==> config.mk <==
export PLATFORM = sky130hd
export DESIGN_NAME = error_pixel_render_core
export DESIGN_NICKNAME = d
export VERILOG_FILES = /design/src/rtl/epr_pkg.sv /design/src/rtl/epr_lane.sv /design/src/rtl/epr_sqrt.sv /design/src/rtl/epr_ratio.sv /design/src/rtl/epr_merge.sv /design/src/rtl/error_pixel_render_core.sv
export VERILOG_INCLUDE_DIRS = /design/src /design/src/rtl
export SDC_FILE = /design/constraint.sdc
export NUM_CORES = 2
export LEC_CHECK = 0
export BUFFER_PORTS_ARGS = -buffer_cell sky130_fd_sc_hd__buf_4
export CAP_MARGIN = 10
export CELL_PAD_IN_SITES_DETAIL_PLACEMENT = 1
export CELL_PAD_IN_SITES_GLOBAL_PLACEMENT = 2
export CORE_UTILIZATION = 35
export DETAILED_ROUTE_END_ITERATION = 16
export PLACE_DENSITY_LB_ADDON = 0.2
export SKIP_CTS_REPAIR_TIMING = 1
export SYNTH_ARGS = -nofsm -noshare
export SYNTH_HDL_FRONTEND = slang
export SYNTH_HIERARCHICAL = 1
export SYNTH_SLANG_ARGS = --single-unit
==> constraint.sdc <==
create_clock -name clk_i -period 8.9 [get_ports clk_i]
set_input_delay 0.89 -clock clk_i [delete_from_list [all_inputs] [get_ports clk_i]]
set_output_delay 0.89 -clock clk_i [all_outputs]
set_load 0.1 [all_outputs]
==> src/rtl/error_pixel_render_core_defines.svh <==
// Assertion macros for the error pixel render RTL.
`ifndef ERROR_PIXEL_RENDER_CORE_DEFINES_SVH
`define ERROR_PIXEL_RENDER_CORE_DEFINES_SVH

`ifndef SYNTH
// Check prop on every clock edge outside reset.
`define EPR_ASSERT(lbl, prop, msg) \
  lbl: assert property (@(posedge clk_i) disable iff (!rst_ni) prop) else $error(msg);
// Check that cons holds in the cycle after ante.
`define EPR_ASSERT_NEXT(lbl, ante, cons, msg) \
  lbl: assert property (@(posedge clk_i) disable iff (!rst_ni) (ante) |=> (cons)) \
    else $error(msg);
`else
`define EPR_ASSERT(lbl, prop, msg)
`define EPR_ASSERT_NEXT(lbl, ante, cons, msg)
`endif

`endif

==> src/rtl/epr_pkg.sv <==
// Types, constants and helper functions of the error pixel render core.
`default_nettype none

package epr_pkg;

  typedef enum logic [2:0] {
    MODE_FLAT               = 3'd0,
    MODE_MOVEMENT           = 3'd1,
    MODE_FLAT_INTENSITY     = 3'd2,
    MODE_MOVEMENT_INTENSITY = 3'd3,
    MODE_DIFF_ONLY          = 3'd4
  } render_mode_e;

  typedef enum logic [2:0] {
    CFG_MODE  = 3'd0,
    CFG_RED   = 3'd1,
    CFG_GREEN = 3'd2,
    CFG_BLUE  = 3'd3,
    CFG_ALPHA = 3'd4
  } cfg_reg_e;

  typedef struct packed {
    logic [7:0] base_red;
    logic [7:0] base_green;
    logic [7:0] base_blue;
    logic [7:0] compare_red;
    logic [7:0] compare_green;
    logic [7:0] compare_blue;
    logic [7:0] compare_alpha;
  } in_word_t;

  typedef struct packed {
    logic [7:0] out_red;
    logic [7:0] out_green;
    logic [7:0] out_blue;
    logic [7:0] out_alpha;
  } out_word_t;

  typedef struct packed {
    logic [2:0] mode;
    logic [7:0] red;
    logic [7:0] green;
    logic [7:0] blue;
    logic [7:0] alpha;
  } cfg_t;

  // color lanes
  localparam int NUM_CH   = 3;
  localparam int CH_RED   = 0;
  localparam int CH_GREEN = 1;
  localparam int CH_BLUE  = 2;

  // datapath widths
  localparam int SQD_W   = 16;             // squared channel difference
  localparam int D2_W    = 18;             // sum of three squares
  localparam int FRAC_W  = 16;             // radicand scale, 8 fraction bits of root
  localparam int RAD_W   = D2_W + FRAC_W;  // 34-bit radicand
  localparam int ROOT_W  = RAD_W / 2;
  localparam int REM_W   = ROOT_W + 3;
  localparam int TERM_W  = 26;             // c*65536 + ratio*(255-c)
  localparam int MIX_W   = TERM_W + 8;
  localparam int MV_W    = 17;             // m*(c+255)
  localparam int DIV_W   = 18;             // input of the divide-by-255 unit
  localparam int RATIO_W = 17;             // Q1.16 blend ratio

  // ratio = floor(root * 1024 / 1275) by reciprocal multiply and one correction
  localparam int RATIO_X_W   = ROOT_W + 10;
  localparam int RATIO_DIV   = 1275;
  localparam int RECIP_W     = 17;
  localparam int PROD_W      = RATIO_X_W + RECIP_W;
  localparam int QM_W        = RATIO_X_W + 1;
  localparam int RATIO_REM_W = 12;
  localparam logic [RECIP_W-1:0] RATIO_RECIP = RECIP_W'((64'd1 << RATIO_X_W) / RATIO_DIV);

  // square root pipeline
  localparam int SQRT_PAIRS  = RAD_W / 2;
  localparam int SQRT_STEPS  = 3;
  localparam int SQRT_STAGES = (SQRT_PAIRS + SQRT_STEPS - 1) / SQRT_STEPS;

  // pipeline stage indexes
  localparam int ST_SQD       = 0;
  localparam int ST_SUM       = 1;
  localparam int ST_ROOT0     = 2;
  localparam int ST_ROOT_LAST = ST_ROOT0 + SQRT_STAGES - 1;
  localparam int ST_PROD      = ST_ROOT_LAST + 1;
  localparam int ST_RATIO     = ST_PROD + 1;
  localparam int ST_TERM      = ST_RATIO + 1;
  localparam int ST_MIX       = ST_TERM + 1;
  localparam int ST_OUT       = ST_MIX + 1;
  localparam int NUM_STAGES   = ST_OUT + 1;

  localparam logic [DIV_W-1:0] DIV_SAT_LIMIT = DIV_W'(255 * 256);

  // floor(y / 255) saturated to 255; below the limit y / 256 is short by at most one
  function automatic logic [7:0] div255_sat(input logic [DIV_W-1:0] y);
    logic [7:0] q0;
    logic [8:0] rem;
    logic [7:0] res;
    q0  = y[15:8];
    rem = {1'b0, y[7:0]} + {1'b0, q0};
    if (y >= DIV_SAT_LIMIT) begin
      res = 8'hFF;
    end else if (rem >= 9'd255) begin
      res = q0 + 8'd1;
    end else begin
      res = q0;
    end
    return res;
  endfunction

endpackage

`default_nettype wire

==> src/rtl/epr_lane.sv <==
// One color lane: squared difference in front, blend products at the back.
`default_nettype none

module epr_lane import epr_pkg::*; (
  input  wire logic                 clk_i,
  input  wire logic [ST_MIX:0]      adv_i,
  input  wire logic [7:0]           base_i,
  input  wire logic [7:0]           cmp_i,
  input  wire logic [7:0]           mis_i,
  input  wire logic [RATIO_W-1:0]   ratio_i,
  output logic      [SQD_W-1:0]     sqd_o,
  output logic      [DIV_W-1:0]     blend_o,
  output logic      [MV_W-1:0]      move_o,
  output logic      [7:0]           cmp_o
);

  logic [7:0]         cmp_q [ST_MIX+1];
  logic [SQD_W-1:0]   sqd_q;
  logic [TERM_W-1:0]  term_q;
  logic [DIV_W-1:0]   blend_q;
  logic [MV_W-1:0]    move_q;

  logic [7:0]         diff;
  logic [TERM_W-1:0]  term_d;
  logic [MIX_W-1:0]   mix;
  logic [MV_W-1:0]    move_d;

  always_comb begin
    diff   = (base_i > cmp_i) ? (base_i - cmp_i) : (cmp_i - base_i);
    term_d = TERM_W'({cmp_q[ST_RATIO], 16'b0})
           + TERM_W'(ratio_i) * TERM_W'(8'd255 - cmp_q[ST_RATIO]);
    mix    = MIX_W'(mis_i) * MIX_W'(term_q);
    move_d = MV_W'(mis_i) * MV_W'({1'b0, cmp_q[ST_TERM]} + 9'd255);
  end

  // register the lane results and carry the compare channel alongside the pipeline
  always_ff @(posedge clk_i) begin
    if (adv_i[ST_SQD]) begin
      cmp_q[ST_SQD] <= cmp_i;
      sqd_q         <= SQD_W'(diff) * SQD_W'(diff);
    end
    for (int k = 1; k <= ST_MIX; k++) begin
      if (adv_i[k]) begin
        cmp_q[k] <= cmp_q[k-1];
      end
    end
    if (adv_i[ST_TERM]) begin
      term_q <= term_d;
    end
    if (adv_i[ST_MIX]) begin
      blend_q <= mix[MIX_W-1 -: DIV_W];
      move_q  <= move_d;
    end
  end

  assign sqd_o   = sqd_q;
  assign blend_o = blend_q;
  assign move_o  = move_q;
  assign cmp_o   = cmp_q[ST_MIX];

endmodule

`default_nettype wire

==> src/rtl/epr_sqrt.sv <==
// Distance unit: sums the lane squares and takes a pipelined integer square root.
`default_nettype none

module epr_sqrt import epr_pkg::*; (
  input  wire logic                          clk_i,
  input  wire logic [ST_ROOT_LAST:ST_SUM]    adv_i,
  input  wire logic [NUM_CH-1:0][SQD_W-1:0]  sqd_i,
  output logic      [ROOT_W-1:0]             root_o
);

  logic [D2_W-1:0]   d2_q;
  logic [REM_W-1:0]  rem_q  [SQRT_STAGES];
  logic [ROOT_W-1:0] root_q [SQRT_STAGES];
  logic [RAD_W-1:0]  rad_q  [SQRT_STAGES];

  always_ff @(posedge clk_i) begin
    if (adv_i[ST_SUM]) begin
      d2_q <= D2_W'(sqd_i[CH_RED]) + D2_W'(sqd_i[CH_GREEN]) + D2_W'(sqd_i[CH_BLUE]);
    end
  end

  for (genvar s = 0; s < SQRT_STAGES; s++) begin : g_stage
    logic [REM_W-1:0]  rem_in, rem_c;
    logic [ROOT_W-1:0] root_in, root_c;
    logic [RAD_W-1:0]  rad_in, rad_c;

    if (s == 0) begin : g_first
      assign rem_in  = '0;
      assign root_in = '0;
      assign rad_in  = {d2_q, {FRAC_W{1'b0}}};
    end else begin : g_next
      assign rem_in  = rem_q[s-1];
      assign root_in = root_q[s-1];
      assign rad_in  = rad_q[s-1];
    end

    // restoring square root, one result bit per step
    always_comb begin
      logic [REM_W-1:0] trial;
      rem_c  = rem_in;
      root_c = root_in;
      rad_c  = rad_in;
      trial  = '0;
      for (int j = 0; j < SQRT_STEPS; j++) begin
        if (s * SQRT_STEPS + j < SQRT_PAIRS) begin
          rem_c = {rem_c[REM_W-3:0], rad_c[RAD_W-1 -: 2]};
          rad_c = {rad_c[RAD_W-3:0], 2'b00};
          trial = {1'b0, root_c, 2'b01};
          if (rem_c >= trial) begin
            rem_c  = rem_c - trial;
            root_c = {root_c[ROOT_W-2:0], 1'b1};
          end else begin
            root_c = {root_c[ROOT_W-2:0], 1'b0};
          end
        end
      end
    end

    always_ff @(posedge clk_i) begin
      if (adv_i[ST_ROOT0 + s]) begin
        rem_q[s]  <= rem_c;
        root_q[s] <= root_c;
        rad_q[s]  <= rad_c;
      end
    end
  end

  assign root_o = root_q[SQRT_STAGES-1];

endmodule

`default_nettype wire

==> src/rtl/epr_ratio.sv <==
// Blend ratio: root * 1024 / 1275 by reciprocal multiply and one correction step.
`default_nettype none

module epr_ratio import epr_pkg::*; (
  input  wire logic                      clk_i,
  input  wire logic [ST_RATIO:ST_PROD]   adv_i,
  input  wire logic [ROOT_W-1:0]         root_i,
  output logic      [RATIO_W-1:0]        ratio_o
);

  logic [ROOT_W-1:0]      root_q;
  logic [PROD_W-1:0]      prod_q;
  logic [RATIO_W-1:0]     ratio_q;

  logic [RATIO_X_W-1:0]   x_in;
  logic [RATIO_X_W-1:0]   x_q;
  logic [RATIO_W-1:0]     q0;
  logic [QM_W-1:0]        qm;
  logic [QM_W-1:0]        rem;
  logic [RATIO_W-1:0]     ratio_d;

  always_comb begin
    x_in    = {root_i, 10'b0};
    x_q     = {root_q, 10'b0};
    q0      = prod_q[PROD_W-1 -: RATIO_W];
    qm      = QM_W'(q0) * QM_W'(RATIO_DIV);
    rem     = {1'b0, x_q} - qm;
    // estimate is low by at most one
    ratio_d = (rem[RATIO_REM_W-1:0] >= RATIO_REM_W'(RATIO_DIV)) ? (q0 + 1'b1) : q0;
  end

  always_ff @(posedge clk_i) begin
    if (adv_i[ST_PROD]) begin
      root_q <= root_i;
      prod_q <= PROD_W'(x_in) * PROD_W'(RATIO_RECIP);
    end
    if (adv_i[ST_RATIO]) begin
      ratio_q <= ratio_d;
    end
  end

  assign ratio_o = ratio_q;

endmodule

`default_nettype wire

==> src/rtl/epr_merge.sv <==
// Output stage: merges lane results by render mode into the registered result word.
`default_nettype none

module epr_merge import epr_pkg::*; (
  input  wire logic                          clk_i,
  input  wire logic                          en_i,
  input  wire cfg_t                          cfg_i,
  input  wire logic [NUM_CH-1:0][DIV_W-1:0]  blend_i,
  input  wire logic [NUM_CH-1:0][MV_W-1:0]   move_i,
  input  wire logic [NUM_CH-1:0][7:0]        cmp_i,
  input  wire logic [7:0]                    cmp_alpha_i,
  input  wire logic [7:0]                    dist_alpha_i,
  output out_word_t                          out_o
);

  out_word_t out_d, out_q;

  always_comb begin
    out_d.out_red   = cfg_i.red;
    out_d.out_green = cfg_i.green;
    out_d.out_blue  = cfg_i.blue;
    out_d.out_alpha = cfg_i.alpha;
    case (cfg_i.mode)
      MODE_MOVEMENT: begin
        out_d.out_red   = div255_sat({2'b00, move_i[CH_RED][MV_W-1:1]});
        out_d.out_green = div255_sat({2'b00, move_i[CH_GREEN][MV_W-1:1]});
        out_d.out_blue  = div255_sat({2'b00, move_i[CH_BLUE][MV_W-1:1]});
        out_d.out_alpha = cmp_alpha_i;
      end
      MODE_FLAT_INTENSITY: begin
        out_d.out_alpha = dist_alpha_i;
      end
      MODE_MOVEMENT_INTENSITY: begin
        out_d.out_red   = div255_sat(blend_i[CH_RED]);
        out_d.out_green = div255_sat(blend_i[CH_GREEN]);
        out_d.out_blue  = div255_sat(blend_i[CH_BLUE]);
        out_d.out_alpha = cmp_alpha_i;
      end
      MODE_DIFF_ONLY: begin
        out_d.out_red   = cmp_i[CH_RED];
        out_d.out_green = cmp_i[CH_GREEN];
        out_d.out_blue  = cmp_i[CH_BLUE];
        out_d.out_alpha = cmp_alpha_i;
      end
      default: begin
        // flat, and the unused mode codes
        out_d.out_alpha = cfg_i.alpha;
      end
    endcase
  end

  always_ff @(posedge clk_i) begin
    if (en_i) begin
      out_q <= out_d;
    end
  end

  assign out_o = out_q;

endmodule

`default_nettype wire

==> src/rtl/error_pixel_render_core.sv <==
// Top level of the error pixel render core.
`default_nettype none

`include "error_pixel_render_core_defines.svh"

// Error pixel render core. Takes one base/compare pixel word per cycle while
// not stalled and returns one rendered word per input, in order. Three color
// lanes compute squared differences and blend products side by side; the
// distance goes through a six-stage restoring square root (up to three result
// bits per stage), then a reciprocal multiply for the Q1.16 blend ratio, and
// a merge stage selects the result by render mode. Every stage holds its own
// valid bit, so a stall at the output only blocks the input once all 13
// stages are full.
// Configuration registers must be written while no word is in flight.
module error_pixel_render_core import epr_pkg::*; (
  input  wire logic       clk_i,
  input  wire logic       rst_ni,
  input  wire logic       in_valid_i,
  output logic            in_stall_o,
  input  wire in_word_t   in_data_i,
  output logic            out_valid_o,
  input  wire logic       out_stall_i,
  output out_word_t       out_data_o,
  input  wire logic       cfg_we_i,
  input  wire logic [2:0] cfg_idx_i,
  input  wire logic [7:0] cfg_data_i
);

  cfg_t cfg_q;

  logic [NUM_STAGES-1:0] valid_q, valid_d;
  logic [NUM_STAGES-1:0] valid_in;
  logic [NUM_STAGES:0]   ready;

  logic [NUM_CH-1:0][7:0]       base_ch, cmp_ch, mis_ch;
  logic [NUM_CH-1:0][SQD_W-1:0] sqd;
  logic [NUM_CH-1:0][DIV_W-1:0] blend;
  logic [NUM_CH-1:0][MV_W-1:0]  move;
  logic [NUM_CH-1:0][7:0]       cmp_late;
  logic [ROOT_W-1:0]            root;
  logic [RATIO_W-1:0]           ratio;

  logic [7:0] alpha_q [ST_MIX+1];
  logic [7:0] dist_q  [ST_PROD:ST_MIX];
  logic [7:0] dist_d;

  // configuration registers
  always_ff @(posedge clk_i or negedge rst_ni) begin
    if (!rst_ni) begin
      cfg_q.mode  <= MODE_FLAT;
      cfg_q.red   <= 8'hFF;
      cfg_q.green <= 8'h00;
      cfg_q.blue  <= 8'h00;
      cfg_q.alpha <= 8'hFF;
    end else if (cfg_we_i) begin
      case (cfg_idx_i)
        CFG_MODE:  cfg_q.mode  <= cfg_data_i[2:0];
        CFG_RED:   cfg_q.red   <= cfg_data_i;
        CFG_GREEN: cfg_q.green <= cfg_data_i;
        CFG_BLUE:  cfg_q.blue  <= cfg_data_i;
        CFG_ALPHA: cfg_q.alpha <= cfg_data_i;
        default: ;
      endcase
    end
  end

  // a stage advances when it is empty or the next one advances
  assign ready[NUM_STAGES] = !out_stall_i;
  for (genvar k = 0; k < NUM_STAGES; k++) begin : g_ready
    assign ready[k] = !valid_q[k] || ready[k+1];
  end

  assign valid_in = {valid_q[NUM_STAGES-2:0], in_valid_i};

  always_comb begin
    for (int k = 0; k < NUM_STAGES; k++) begin
      valid_d[k] = ready[k] ? valid_in[k] : valid_q[k];
    end
  end

  always_ff @(posedge clk_i or negedge rst_ni) begin
    if (!rst_ni) begin
      valid_q <= '0;
    end else begin
      valid_q <= valid_d;
    end
  end

  assign in_stall_o  = !ready[ST_SQD];
  assign out_valid_o = valid_q[ST_OUT];

  assign base_ch[CH_RED]   = in_data_i.base_red;
  assign base_ch[CH_GREEN] = in_data_i.base_green;
  assign base_ch[CH_BLUE]  = in_data_i.base_blue;
  assign cmp_ch[CH_RED]    = in_data_i.compare_red;
  assign cmp_ch[CH_GREEN]  = in_data_i.compare_green;
  assign cmp_ch[CH_BLUE]   = in_data_i.compare_blue;
  assign mis_ch[CH_RED]    = cfg_q.red;
  assign mis_ch[CH_GREEN]  = cfg_q.green;
  assign mis_ch[CH_BLUE]   = cfg_q.blue;

  for (genvar c = 0; c < NUM_CH; c++) begin : g_lane
    epr_lane u_lane (
      .clk_i   (clk_i),
      .adv_i   (ready[ST_MIX:0]),
      .base_i  (base_ch[c]),
      .cmp_i   (cmp_ch[c]),
      .mis_i   (mis_ch[c]),
      .ratio_i (ratio),
      .sqd_o   (sqd[c]),
      .blend_o (blend[c]),
      .move_o  (move[c]),
      .cmp_o   (cmp_late[c])
    );
  end

  epr_sqrt u_sqrt (
    .clk_i  (clk_i),
    .adv_i  (ready[ST_ROOT_LAST:ST_SUM]),
    .sqd_i  (sqd),
    .root_o (root)
  );

  epr_ratio u_ratio (
    .clk_i   (clk_i),
    .adv_i   (ready[ST_RATIO:ST_PROD]),
    .root_i  (root),
    .ratio_o (ratio)
  );

  // integer distance, saturated to a byte
  assign dist_d = root[ROOT_W-1] ? 8'hFF : root[ROOT_W-2 -: 8];

  // carry compare alpha and distance alpha to the merge stage
  always_ff @(posedge clk_i) begin
    if (ready[ST_SQD]) begin
      alpha_q[ST_SQD] <= in_data_i.compare_alpha;
    end
    for (int k = 1; k <= ST_MIX; k++) begin
      if (ready[k]) begin
        alpha_q[k] <= alpha_q[k-1];
      end
    end
    if (ready[ST_PROD]) begin
      dist_q[ST_PROD] <= dist_d;
    end
    for (int k = ST_PROD + 1; k <= ST_MIX; k++) begin
      if (ready[k]) begin
        dist_q[k] <= dist_q[k-1];
      end
    end
  end

  epr_merge u_merge (
    .clk_i        (clk_i),
    .en_i         (ready[ST_OUT]),
    .cfg_i        (cfg_q),
    .blend_i      (blend),
    .move_i       (move),
    .cmp_i        (cmp_late),
    .cmp_alpha_i  (alpha_q[ST_MIX]),
    .dist_alpha_i (dist_q[ST_MIX]),
    .out_o        (out_data_o)
  );

  `EPR_ASSERT(a_stall_only_full, in_stall_o |-> (&valid_q),
              "input stalled with a free stage")
  `EPR_ASSERT_NEXT(a_accept_lands, in_valid_i && !in_stall_o, valid_q[ST_SQD],
                   "accepted word lost at entry")
  `EPR_ASSERT(a_flat_word, (out_valid_o && cfg_q.mode == MODE_FLAT) |->
              (out_data_o.out_red == cfg_q.red && out_data_o.out_alpha == cfg_q.alpha),
              "flat word differs from mismatch color")

endmodule

`default_nettype wire

==> impl_metrics.json <==
{
  "outcome": "finished clean",
  "worstPathArrival_ns": 8.64,
  "finalCritPeriodShare_pct": 91.6,
  "root_buffer": "clkbuf_16",
  "cp_max_fo": 17,
  "clock_latency_ns": 0.77,
  "maxCapViolations": 0,
  "fmax_ghz": 0.123,
  "crit_top_cell": "a21oi_1",
  "relSlewSlack_pct": 28.5,
  "grt_antenna_before_repair": 13,
  "cts_max_level": 3,
  "synthesis.area_um2": 97000,
  "grt_overflow_total": 0,
  "dp.cells": 12985,
  "hold_class": "in -> async",
  "fp.dieH_um": 529,
  "yosysWarnings": 6,
  "endpoint_kind": "flop",
  "wirelength_um": 258000,
  "start_util_pct": 35.3,
  "first_global_vias": 73426,
  "start_kind": "flop",
  "max_slew.worst_pin.slew_ns": 1.07,
  "period_needed_ns": 8.16,
  "max_stage_delay_ns": 0.46,
  "via_per_inst": 4.97,
  "cts.reportedPaths.clkPinSlew_ns": 0.06,
  "dp_worst_setup_slack_ns": 0.116,
  "critical_path.slowest_cell": "edfxtp_1",
  "grt_pass1_wl_um": 414000,
  "grtUsageTotal_pct": 18.8,
  "synthCells": 9329,
  "drt_first_pass_iters": 5,
  "cts_buffers": 112,
  "finalClockSkew_ns": 0.0396,
  "rows": 192,
  "setup_violations": 0,
  "hold_viol": 0,
  "drt-initial-drc-count": 2554,
  "drive_gt1_share_pct": 6.58,
  "vias": 65670,
  "routabilityCongestion": 0.854,
  "timing.setup.tns_ns": 0,
  "grt_max_degree": 120,
  "area.growth.synth_to_final_pct": 9.37,
  "dp_hpwl_um": 204000,
  "die_w_um": 529,
  "final-instance-count-excl-fill": 13206,
  "syn_avg_cell_area_um2": 10.4,
  "cts_tree": "yes",
  "ant_nets": 0,
  "portBuffers": 105,
  "dieArea_um2": 279000,
  "io_pins": 106,
  "rsz0062_at_grt": "false",
  "nets": 11585,
  "slew_violations": 0,
  "clkSinkCount": 943,
  "wl_per_cell_um": 19.5,
  "clk_path_buf_depth": 3,
  "worst_slack_ns": 0.744,
  "crit_type": "reg -> reg",
  "core_area_um2": 275000,
  "cp_data_required_time_ns": 9.38,
  "drc": 0
}
## stage by stage
| stage | util, % | area (um^2) | hold WS, ns |
|---|---|---|---|
| after floorplan | - | 97000 | 0.400 |
| after global placement | 37.2 | 102000 | 0.401 |
| after detailed placement | 37.2 | 102000 | 0.405 |
| after CTS | 38.6 | 106000 | 0.223 |
| after global routing | 38.6 | 106000 | 0.263 |
| final | 38.7 | 106000 | 0.260 |
## worst paths after layout
path / startpoint / endpoint / slack, ns / depth (start not counted)
worst min register to register: g_lane[1].u_lane/cmp_q[0][30]$_DFFE_PP_ / g_lane[1].u_lane/cmp_q[1][6]$_DFFE_PP_ / 0.41 / 0
worst min-delay path: rst_ni / valid_q[12]$_DFFE_PN0P_ / 0.26 / 1
min in group clk_i: in_data_i[5] / alpha_q[0][5]$_DFFE_PP_ / 0.32 / 1
worst max-delay path: u_sqrt/root_q[3][0]$_DFFE_PP_ / u_sqrt/rem_q[4][12]$_DFFE_PP_ / 0.74 / 37
max in group asynchronous: rst_ni / cfg_q[19]$_DFFE_PN0P_ / 7.97 / 1
worst max register to register: u_sqrt/root_q[3][0]$_DFFE_PP_ / u_sqrt/rem_q[4][12]$_DFFE_PP_ / 0.74 / 37
## registers in the layout (all words and copies together) (netlist names), 18 cells and up
name                   cells
u_sqrt/rad_q              18
g_lane.u_lane/move_o      48
g_lane.u_lane/term_q      78
cfg_q                     35
g_lane.u_lane/blend_o     54
dist_q                    32
g_lane.u_lane/cmp_q      288
u_ratio/prod_q            18
g_lane.u_lane/sqd_o       45
alpha_q                   96
u_sqrt/rem_q              88
u_sqrt/d2_q               18
u_merge/out_o             32
u_sqrt/root_q             62
## layout make-up
cell class	instances	area (um^2)
Fill cell	30438	168000
Multi-Input combinational cell	6571	62100
Sequential cell	943	28100
Inverter	1594	5990
Tap cell	3686	4610
Clock buffer	134	2970
Timing Repair Buffer	193	1460
Clock inverter	78	921
Antenna cell	7	17.5
## cell usage in the layout (no fill, tap or decap), types with 47 or more instances in the layout
master     count
and3_1        58
fa_1        1080
a31oi_1       48
edfxtp_1     895
inv_1       1581
nand2b_1     210
or2_2         47
a211oi_1      49
buf_4        192
a21oi_1      350
clkbuf_16    115
ha_1        1018
o21ai_0      242
xnor2_1      302
xor2_1       152
nand4_1       61
o21a_1        67
nor2_1       350
nor2b_1      361
a21o_1       131
mux2_2        48
nand2_1      770
nand3_1      101
nor3_1       111
and2_1       367
## worst max-delay path, delay by kind of cell (launching register included)
family	cells	cell delay, ns
DFF	1	0.46
buffers and inverters	5	0.85
AOI/OAI and AO/OA	16	3.36
adders and majority gates	4	1.23
muxes	1	0.38
and+or+nand+nor	11	1.57
## routing by layer
metal	vias to the layer above	part of all wire (%)	track usage, %
met2	670	49	33.3
met4	0	2.4	4.63
li1	30999	-	-
met1	33713	46	24.5
met3	288	2.1	1.50
met5	-	0	0
Power is not shown: default switching activity piles up to over one toggle a cycle in this logic, so the estimate is an artifact.
